--- src/rtl/core/dbdd_pkg.sv ---
// Shared types and constants for the two-beam direction detector.
// Holds the sample and result word layouts, the pair codes and the register map.
// No dependencies.
`default_nettype none

package dbdd_pkg;

	localparam int SAMPLE_W  = 10;
	localparam int EVENT_W   = 2;
	localparam int CODE_W    = 2;
	localparam int FILL_W    = 2;
	localparam int APB_DW    = 32;
	localparam int APB_AW    = 2;

	localparam logic [SAMPLE_W-1:0] THRESHOLD_RESET = SAMPLE_W'(70);

	// register map (byte addresses)
	localparam logic [APB_AW-1:0] REG_THRESHOLD = APB_AW'(0);

	// beam pair codes
	localparam logic [CODE_W-1:0] CODE_DARK   = 2'd0;
	localparam logic [CODE_W-1:0] CODE_B_ONLY = 2'd1;
	localparam logic [CODE_W-1:0] CODE_A_ONLY = 2'd2;
	localparam logic [CODE_W-1:0] CODE_IDLE   = 2'd3;

	// crossing events
	localparam logic [EVENT_W-1:0] EV_NONE  = 2'd0;
	localparam logic [EVENT_W-1:0] EV_ENTRY = 2'd1;
	localparam logic [EVENT_W-1:0] EV_EXIT  = 2'd2;

	localparam logic [FILL_W-1:0] FILL_EMPTY = 2'd0;
	localparam logic [FILL_W-1:0] FILL_ONE   = 2'd1;
	localparam logic [FILL_W-1:0] FILL_TWO   = 2'd2;
	localparam logic [FILL_W-1:0] FILL_FULL  = 2'd3;

	typedef struct packed {
		logic [SAMPLE_W-1:0] sample_a;
		logic [SAMPLE_W-1:0] sample_b;
	} sample_t;

	typedef struct packed {
		logic [EVENT_W-1:0] event_res;
		logic               lamp_a;
		logic               lamp_b;
	} result_t;

endpackage

`default_nettype wire

--- src/rtl/core/dual_beam_direction_detector.sv ---
// Pipeline: a word accepted is registered in stage 1, and its result is registered
// in stage 2, the result register, when stage 1 advances, and is offered from there.
// Throughput: one sample pair per cycle while result_ready does not stall stage 2;
// the crossing history updates as a word moves from stage 1 into the result register.
// Reset: arst_n clears the history, both valid flags and sets threshold to 70.
// Depends on dbdd_pkg.
`default_nettype none

module dual_beam_direction_detector (
	input  wire                            clk,
	input  wire                            arst_n,
	// configuration port
	input  wire                            psel,
	input  wire                            penable,
	input  wire                            pwrite,
	input  wire  [dbdd_pkg::APB_AW-1:0]    paddr,
	input  wire  [dbdd_pkg::APB_DW-1:0]    pwdata,
	output logic [dbdd_pkg::APB_DW-1:0]    prdata,
	output logic                           pready,
	// sample channel
	input  wire                            sample_valid,
	output logic                           sample_ready,
	input  dbdd_pkg::sample_t              sample,
	// result channel
	output logic                           result_valid,
	input  wire                            result_ready,
	output dbdd_pkg::result_t              result
);
	import dbdd_pkg::*;

	logic [SAMPLE_W-1:0] threshold_q;

	sample_t             sample_s1;
	logic                valid_s1;
	result_t             result_s2;
	logic                valid_s2;

	logic [CODE_W-1:0]   hist0_q, hist1_q, hist2_q;
	logic [FILL_W-1:0]   fill_q;

	logic [CODE_W-1:0]   hist0_d, hist1_d, hist2_d;
	logic [FILL_W-1:0]   fill_d;
	logic [EVENT_W-1:0]  event_d;
	logic                lit_a, lit_b;
	logic [CODE_W-1:0]   code;
	logic [CODE_W-1:0]   newest, prior;
	logic                adv_s1;
	logic                cfg_wr;

	// ---------------- configuration ----------------
	assign pready = 1'b1;
	assign cfg_wr = psel && penable && pwrite && (paddr == REG_THRESHOLD);

	always_ff @(posedge clk or negedge arst_n) begin
		if (!arst_n) begin
			threshold_q <= THRESHOLD_RESET;
		end else if (cfg_wr) begin
			threshold_q <= pwdata[SAMPLE_W-1:0];
		end
	end

	always_comb begin
		prdata = '0;
		if (paddr == REG_THRESHOLD) begin
			prdata = APB_DW'(threshold_q);
		end
	end

	// ---------------- handshake ----------------
	assign adv_s1       = valid_s1 && (!valid_s2 || result_ready);
	assign sample_ready = !valid_s1 || adv_s1;

	always_ff @(posedge clk or negedge arst_n) begin
		if (!arst_n) begin
			valid_s1 <= 1'b0;
			valid_s2 <= 1'b0;
		end else begin
			if (sample_ready) begin
				valid_s1 <= sample_valid;
			end
			if (!valid_s2 || result_ready) begin
				valid_s2 <= valid_s1;
			end
		end
	end

	always_ff @(posedge clk) begin
		if (sample_valid && sample_ready) begin
			sample_s1 <= sample;
		end
		if (adv_s1) begin
			result_s2 <= '{event_res: event_d, lamp_a: lit_a, lamp_b: lit_b};
		end
	end

	// ---------------- crossing tracker ----------------
	// sample equal to threshold counts as dark
	assign lit_a = sample_s1.sample_a < threshold_q;
	assign lit_b = sample_s1.sample_b < threshold_q;
	assign code  = {lit_a, lit_b};

	always_comb begin
		unique case (fill_q)
			FILL_ONE: newest = hist0_q;
			FILL_TWO: newest = hist1_q;
			default:  newest = hist2_q;
		endcase
		prior = (fill_q == FILL_TWO) ? hist0_q : hist1_q;
	end

	always_comb begin
		hist0_d = hist0_q;
		hist1_d = hist1_q;
		hist2_d = hist2_q;
		fill_d  = fill_q;
		event_d = EV_NONE;
		if (fill_q == FILL_EMPTY) begin
			if (code != CODE_IDLE) begin
				hist0_d = code;
				fill_d  = FILL_ONE;
			end
		end else if (newest == code) begin
			// repeat: nothing changes
		end else if (code == CODE_IDLE) begin
			if (fill_q == FILL_FULL) begin
				if (hist2_q == CODE_A_ONLY) begin
					event_d = EV_ENTRY;
				end else if (hist2_q == CODE_B_ONLY) begin
					event_d = EV_EXIT;
				end
			end
			fill_d = FILL_EMPTY;
		end else if (fill_q != FILL_ONE && prior == code) begin
			// back-step: ignored
		end else if (fill_q == FILL_FULL && hist0_q == code) begin
			// re-seed from the first code
			hist1_d = code;
			fill_d  = FILL_TWO;
		end else if (fill_q == FILL_ONE) begin
			hist1_d = code;
			fill_d  = FILL_TWO;
		end else if (fill_q == FILL_TWO) begin
			hist2_d = code;
			fill_d  = FILL_FULL;
		end
	end

	always_ff @(posedge clk or negedge arst_n) begin
		if (!arst_n) begin
			hist0_q <= CODE_DARK;
			hist1_q <= CODE_DARK;
			hist2_q <= CODE_DARK;
			fill_q  <= FILL_EMPTY;
		end else if (adv_s1) begin
			hist0_q <= hist0_d;
			hist1_q <= hist1_d;
			hist2_q <= hist2_d;
			fill_q  <= fill_d;
		end
	end

	assign result_valid = valid_s2;
	assign result       = result_s2;

	// ---------------- assertions ----------------
	a_no_bad_event: assert property (@(posedge clk) disable iff (!arst_n)
		result_valid |-> (result.event_res != 2'd3))
		else $error("reserved event code on result");

	a_ready_when_empty: assert property (@(posedge clk) disable iff (!arst_n)
		!valid_s2 |-> sample_ready)
		else $error("input stalled with empty result register");

	a_event_needs_full: assert property (@(posedge clk) disable iff (!arst_n)
		(adv_s1 && event_d != EV_NONE) |-> (fill_q == FILL_FULL))
		else $error("crossing reported without three codes");

	a_event_clears: assert property (@(posedge clk) disable iff (!arst_n)
		(adv_s1 && event_d != EV_NONE) |=> (fill_q == FILL_EMPTY))
		else $error("history kept after crossing");

	a_first_not_idle: assert property (@(posedge clk) disable iff (!arst_n)
		(fill_q != FILL_EMPTY) |-> (hist0_q != CODE_IDLE))
		else $error("idle code stored as first entry");

endmodule

`default_nettype wire
--- config.mk ---
export PLATFORM = sky130hd
export DESIGN_NAME = dual_beam_direction_detector
export DESIGN_NICKNAME = d
export VERILOG_FILES = /design/src/rtl/core/dbdd_pkg.sv /design/src/rtl/core/dual_beam_direction_detector.sv
export SDC_FILE = /design/constraint.sdc
export NUM_CORES = 1
export LEC_CHECK = 0
export ABC_AREA = 1
export BUFFER_PORTS_ARGS = -buffer_cell sky130_fd_sc_hd__buf_2
export CORE_AREA = 4 4 70 98
export CTS_CLUSTER_SIZE = 24
export DETAILED_ROUTE_END_ITERATION = 8
export DIE_AREA = 0 0 74 102
export MAX_ROUTING_LAYER = met4
export PLACE_DENSITY_LB_ADDON = 0.12
export SYNTH_ARGS = -nofsm -noshare
export SYNTH_HDL_FRONTEND = slang
export SYNTH_SLANG_ARGS = --single-unit
--- constraint.sdc ---
create_clock -name clk -period 1.8 [get_ports clk]
set_input_delay 0.18 -clock clk [delete_from_list [all_inputs] [get_ports clk]]
set_output_delay 0.18 -clock clk [all_outputs]
set_load 0.03 [all_outputs]
==> run_results.csv, run 1 <==
group,metric,value,unit
status,outcome,"finished, violations left",
status,violations,"negative setup slack",
critical_path,critPathTopFamily,"simple AND/OR/NAND/NOR gates",
routing,drt_wl_total,5480,um
clock_tree,clock_path_buffers,2,
timing,fmax,487,MHz
global_route,grt_first_pass_wirelength,8810,um
floorplan,ioPinCount,100,
yosys,synthAdderAreaFrac,10.7,%
timing,hold_violations,0,
global_route,grt_pass1_vias,2008,
cells_and_area,syn_to_final_growth,32.6,%
clock_tree,clk_latency,0.30,ns
routing,drtPass1Iterations,4,
critical_path,reg2reg_slack,-0.26,ns
yosys,synthMuxAreaShare,0,%
yosys,yosys.area_share.simple,22.0,%
cells_and_area,finish.instance_area,0.00342,mm^2
yosys,synth_top_area_share,27.9,%
placement,place_congestion,0.805,
routing,via_count,2018,
floorplan,die_y,102,um
timing,period_minus_slack,2.06,ns
critical_path,path_max_fanout,6,
cells_and_area,seq_area,0.00122,mm^2
timing,setup_viol_count_final,10,
hold_path,hold_path.class,"input pin to flop",
run,cap_violations,0,
timing,fin_ws,-0.255,ns
critical_path,rr_endpoint,"fill_q[1]$_DFFE_PN0P_",
critical_path,r2r_cells,15,
yosys,synth.largest_area_cell,"edfxtp_1",
yosys,avgSynthCellArea,9.08,um^2
clock_tree,cts_root_buffer,"clkbuf_8",
floorplan,die_area,0.00755,mm^2
power_and_ir_drop,vdd_drop_max,0.516,mV
floorplan,die_w,74,um
global_route,grt_max_degree,21,
global_route,grtUsageTotal,15.7,%
power_and_ir_drop,power,4090,uW
timing,whs,0.0517,ns
cells_and_area,drive_gt1_share,41.6,%
power_and_ir_drop,leakagePower,0.00169,uW
hold_path,hold_start,"sample[17]",
critical_path,slowest_delay,0.55,ns
hold_path,holdPathStages,1,
yosys,yosysWarnings,0,
clock_tree,cts_tree,"yes",
hold_path,hold_path_end,"sample_s1[17]$_DFFE_PP_",
yosys,synth_top_family_by_area,"simple AND/OR/NAND/NOR gates",
timing,slew_viol_final,0,
yosys,yosys-top-cells-area,"edfxtp_1 28%, dfrtp_1 16%, ha_1 11%",
cells_and_area,finish.utilization,56.2,%
critical_path,cp-start-kind,"flop",
cells_and_area,layout.nets,452,
critical_path,end_kind,"flop",
routing,drt_iter0_drc,72,
timing,max_slew.worst_pin.slew,0.509,ns
yosys,synth-edff-count,24,
global_route,grt-ovfl-total,0,
yosys,syn_inst,284,
floorplan,core_area,0.00608,mm^2
critical_path,crit_chain,"inv_4 > ha_4 > nand2_4 > nor2_4 > nand3_2 > nand3_4 > nor2_2 > nor2_1 > nand3_2 > nand3_2 > nand2_1 > nand2_2 > nand2_2 > nand2_1 > nand2_1",
yosys,synth_compound_area_share,6.02,%
placement,dpl_cell_area,0.00305,mm^2
timing,skew,0.00605,ns
critical_path,crit_slowest_cell,"dfstp_2",
critical_path,critPathArrivalTime,2.24,ns
yosys,synthArstFlopShare,45.5,%
clock_tree,htreeDepth,2,
yosys,synth_xor_area_share,1.02,%
power_and_ir_drop,power_density,1200,mW/mm^2
timing,slew-limit-headroom,66.1,%
floorplan,rows,34,
placement,hpwl,4170,um
yosys,ys_seq_area_share,47.5,%
yosys,yosysUniqueCellTypes,29,
cells_and_area,multi_input_area,0.00136,mm^2
routing,drt-vias-per-instance,4.57,
routing,routedWlPerCell,12.4,um
global_route,grt_antenna_before_repair,0,
cells_and_area,diodes,0,
critical_path,r2r_start,"threshold_q[6]$_DFFE_PN1P_",
placement,io_buffer_count,54,
clock_tree,cts_sinks,44,
timing,rsz0062_at_grt,"yes",
critical_path,required,1.99,ns
cells_and_area,num-fill-cells,573,
floorplan,initial_core_util,42.4,%
yosys,synth-seq-cells,44,
critical_path,crit_type,"flop to flop",
clock_tree,clkTransAtPathRegs,0.08,ns
yosys,synth_area,0.00258,mm^2
timing,fin_crit_sh,114,%
critical_path,cp_num_buf_inv,1,
routing,drcViolationCount,0,
routing,ant_nets,0,
clock_tree,cts_made_buffers,5,
yosys,ys.flop_type,"edfxtp_1",
-- power breakdown --
group	total [uW]	switching, uW	leakage [uW]	internal, uW
sequential	1410	135	0.000460	1270
combinational	1930	1140	0.00118	787
clock	753	342	0.0000558	411
total	4090	1620	0.00169	2470
-- layout by cell type, fill, tap and decap left out --
master,instances
buf_2,54
nand2_1,50
nor2_1,26
inv_1,25
buf_4,25
edfxtp_1,24
conb_1,23
dfrtp_1,17
nand2_2,14
a21oi_1,13
ha_1,12
inv_2,11
ha_4,10
nor2_4,6
nand3_2,6
nand4_1,6
clkbuf_8,5
nor2_2,4
nand3_1,4
o21ai_0,4
o21ai_1,4
nand3_4,3
dfstp_2,3
nand2_4,2
a21o_1,2
a21oi_2,2
clkinv_1,2
xor2_1,2
buf_6,2
inv_4,1
xnor2_2,1
nor3_2,1
or2_0,1
a21oi_4,1
o21ai_2,1
bufinv_16,1
clkinv_4,1
dlygate4sd3_1,1
-- area by class of cell --
cell class              instances  area share, %
clock inverters                 3           1.24
well taps                      72           2.63
repair buffers                 82           14.3
clock buffers                   5           2.01
multi-input cells             198           39.7
flip-flops and latches         44           35.8
inverters                      38           4.24
-- kinds of logic after synthesis --
family,after synthesis
AO/OA/AOI/OAI,27
flip-flops,44
buffers and inverters,63
AND/OR/NAND/NOR,123
XOR/XNOR,3
adder cells (fa/ha/maj),22
other,2
-- synth_stat cells (6+ instances only) --
master    instances
a21oi_1          14
nand2_1          61
o21ai_0           6
nand3_1          10
dfrtp_1          17
inv_1            36
edfxtp_1         24
nor2_1           29
ha_1             22
nand4_1           6
buf_4            23
-- worst max-delay path by stage --
stage / start / end / slack (ns) / cells past startpoint
global placement: threshold_q[9]$_DFFE_PN0P_ / fill_q[1]$_DFFE_PN0P_ / -0.25 / 12
CTS: threshold_q[6]$_DFFE_PN1P_ / fill_q[1]$_DFFE_PN0P_ / -0.26 / 15
detailed placement: threshold_q[6]$_DFFE_PN1P_ / hist1_q[1]$_DFFE_PN0P_ / -0.28 / 13
finish: threshold_q[6]$_DFFE_PN1P_ / fill_q[1]$_DFFE_PN0P_ / -0.26 / 15
floorplan: threshold_q[6]$_DFFE_PN1P_ / hist1_q[0]$_DFFE_PN0P_ / -0.12 / 15
global route: threshold_q[6]$_DFFE_PN1P_ / fill_q[1]$_DFFE_PN0P_ / -0.40 / 15
-- state kept, by name, summed over array words and instances, names as in the netlist --
name / count
hist2_q: 2
sample_s1: 20
fill_q: 2
result: 4
hist0_q: 2
valid_s1: 1
hist1_q: 2
result_valid: 1
threshold_q: 10
-- through the flow --
step,setup slack [ns],cells,TNS (ns)
final,-0.255,442,-2.08
after CTS,-0.262,442,-2.21
after detailed placement,-0.276,428,-2.36
after global placement,-0.249,428,-2.24
after global routing,-0.397,442,-3.45
after floorplan,-0.122,305,-0.664
-- what timing repair did --
item                       4_1_cts  5_1_grt
gates resized for setup         15       31
setup buffers                    5        0
hold endpoints to repair        17        0
pin swaps                       20       20
setup endpoints to repair       10       12
hold buffers                     1        0
-- per-layer routing --
layer	global-route usage [%]	routed length [um]	vias to the layer above	share of wire (%)
li1	-	-	1041	-
met5	-	0	-	0
met2	28.3	3080	44	56
met3	2.56	202	8	3.7
met1	17.1	2110	925	38
met4	5.30	95	0	1.7
No activity file was read; power rests on OpenSTA's default activity.
==> inputs of run 2 (changes only) <==
BUFFER_PORTS_ARGS = unset   (was -buffer_cell sky130_fd_sc_hd__buf_2)
CORE_AREA = 4 4 63 89   (was 4 4 70 98)
DIE_AREA = 0 0 67 93   (was 0 0 74 102)
DONT_BUFFER_PORTS = 1   (was unset)
==> run 2 against run 1 <==
Compared with the run above: the run still ends with negative setup slack left; clock skew is 0.0023 ns higher; final cell count is 7.9% lower; design area is 3.2% lower; sequential power is 3% higher; sequential share of layout area is 1.2 points higher; non-clock buffer count is 27 lower; die area is 17% lower; maximum frequency is 2.0% lower; setup slack worse by 0.043 ns; worst hold slack worse by 0.044 ns; clock power is 20% lower; sequential cell count stayed put; critical endpoint is now hist1_q[0]$_DFFE_PN0P_.
==> run_results.csv, run 2 (synthesis results as in run 1) <==
group,metric,value,unit
routing,via_count,1923,
cells_and_area,num-fill-cells,383,
cells_and_area,finish.utilization,69.4,%
power_and_ir_drop,power_density,1160,mW/mm^2
global_route,grt_antenna_before_repair,0,
routing,drt_wl_total,5520,um
timing,max_slew.worst_pin.slew,1.04,ns
placement,place_congestion,0.828,
critical_path,crit_chain,"inv_4 > ha_4 > nand2_4 > nor2_4 > nand3_2 > nand3_4 > xor2_2 > nor2_2 > a21oi_4 > nand2_2 > nand2_1 > o21ai_1",
floorplan,die_w,67,um
cells_and_area,layout.nets,425,
clock_tree,clkTransAtPathRegs,0.09,ns
critical_path,crit_slowest_cell,"dfstp_2",
timing,slew_viol_final,0,
timing,fin_ws,-0.298,ns
placement,io_buffer_count,0,
critical_path,slowest_delay,0.55,ns
critical_path,critPathTopFamily,"simple AND/OR/NAND/NOR gates",
timing,slew-limit-headroom,30.1,%
clock_tree,cts_made_buffers,5,
timing,hold_violations,0,
clock_tree,htreeDepth,2,
critical_path,crit_type,"flop to flop",
clock_tree,cts_tree,"yes",
cells_and_area,multi_input_area,0.00131,mm^2
routing,drt_iter0_drc,78,
critical_path,end_kind,"flop",
cells_and_area,final_cell_mix,"51 x nand2_1, 33 x buf_4, 28 x nor2_1, 26 x inv_1, 24 x edfxtp_1",
global_route,grt_pass1_vias,1959,
cells_and_area,instances_no_fill,407,
critical_path,required,1.98,ns
floorplan,ioPinCount,100,
global_route,grt-ovfl-total,0,
global_route,grt_first_pass_wirelength,8800,um
clock_tree,cts_sinks,44,
status,violations,"negative setup slack",
clock_tree,cts_root_buffer,"clkbuf_8",
timing,rsz0062_at_grt,"yes",
run,cap_violations,0,
floorplan,rows,30,
cells_and_area,drive_gt1_share,28.3,%
cells_and_area,diodes,0,
critical_path,cp-start-kind,"flop",
clock_tree,clk_latency,0.29,ns
placement,dp_cells,373,
floorplan,initial_core_util,54.1,%
routing,drtPass1Iterations,4,
routing,ant_nets,0,
cells_and_area,syn_to_final_growth,28.4,%
global_route,grtUsageTotal,19.1,%
routing,drcViolationCount,0,
power_and_ir_drop,leakagePower,0.00158,uW
status,outcome,"finished, violations left",
placement,hpwl,3960,um
floorplan,core_area,0.00477,mm^2
routing,routedWlPerCell,13.6,um
timing,fin_crit_sh,117,%
critical_path,cp_num_buf_inv,1,
timing,finalSetupTns,-2.37,ns
routing,drt-vias-per-instance,4.72,
cells_and_area,largest_register_ffs,20,
floorplan,die_y,93,um
critical_path,path_max_fanout,7,
floorplan,die_area,0.00623,mm^2
timing,skew,0.00837,ns
cells_and_area,top_register,"sample_s1",
clock_tree,clock_path_buffers,2,
hold_path,hold_path.class,"input pin to flop",
power_and_ir_drop,vdd_drop_max,0.595,mV
global_route,grt_max_degree,21,
timing,setup_viol_count_final,10,
cells_and_area,mostFrequentLayoutCell,"nand2_1",
timing,period_minus_slack,2.10,ns
critical_path,critPathArrivalTime,2.28,ns
timing,fmax,477,MHz
cells_and_area,seq_area,0.00122,mm^2
-- run 2: cell types whose count changed in the layout (fill, tap and decap cells not counted), sizes merged --
cell | previous run | this run
buf | 81 | 34
dlygate4sd3 | 1 | 21
bufinv | 1 | 0
clkbuf | 5 | 6
clkinv | 3 | 2
clkinvlp | 0 | 1
-- run 2: cell type report --
class                   count  area share (%)
clock buffers               6            2.19
clock inverters             2           0.378
inverters                  38            4.38
multi-input cells         198            39.5
flip-flops and latches     44            37.0
well taps                  64            2.42
repair buffers             55            14.2
-- run 2: routing by layer --
metal  wire length (um)  GRT usage [%]  share of wire [%]
met2               3150           35.8                 57
met5                  0              -                  0
met4                109           5.92                2.0
met3                197           3.37                3.6
met1               2060           19.5                 37
-- run 2: final timing paths --
path | from | endpoint | slack (ns) | cells after the start
max | threshold_q[6]$_DFFE_PN1P_ | hist1_q[0]$_DFFE_PN0P_ | -0.30 | 12
min | pwdata[6] | threshold_q[6]$_DFFE_PN1P_ | 0.008 | 2
max reg2reg | threshold_q[6]$_DFFE_PN1P_ | hist1_q[0]$_DFFE_PN0P_ | -0.30 | 12
min reg2reg | hist2_q[1]$_DFFE_PN0P_ | hist2_q[1]$_DFFE_PN0P_ | 0.51 | 2
max in group asynchronous | arst_n | threshold_q[7]$_DFFE_PN0P_ | 0.65 | 1
min in group asynchronous | arst_n | threshold_q[4]$_DFFE_PN0P_ | 0.52 | 1
-- run 2: worst register-to-register path, delay by kind of cell (launching register included) --
family / cells / cell delay (ns)
AOI/OAI and AO/OA: 2 / 0.25
and+or+nand+nor: 7 / 0.68
adders and majority gates: 1 / 0.27
buffers and inverters: 1 / 0.05
DFF: 1 / 0.55
xor gates and xnor gates: 1 / 0.18
-- run 2: repair_timing --
| action | in CTS | in global routing |
|---|---|---|
| gates cloned | 0 | 0 |
| endpoints found under the setup margin | 10 | 10 |
| pin swaps | 20 | 6 |
| resized for setup | 25 | 12 |
| hold endpoints to repair | 40 | 0 |
| buffers inserted | 2 | 3 |
| hold buffers | 21 | 0 |
-- run 2: through the flow --
stage          setup WS [ns]  total power (uW)  area [um^2]  hold slack (ns)
6_report              -0.298              3850         3310          0.00809
5_1_grt               -0.421              4130         3310          0.00612
4_1_cts               -0.264              3770         3240          0.00702
3_5_place_dp          -0.313              2950         2830           -0.115
3_3_place_gp          -0.266              2940         2830           -0.115
2_1_floorplan         -0.122              2580         2710           -0.116
-- run 2: power by group --
| group | total [uW] | internal [uW] | switching [uW] |
|---|---|---|---|
| clock | 606 | 272 | 335 |
| sequential | 1450 | 1270 | 170 |
| combinational | 1790 | 733 | 1060 |
| total | 3850 | 2280 | 1570 |
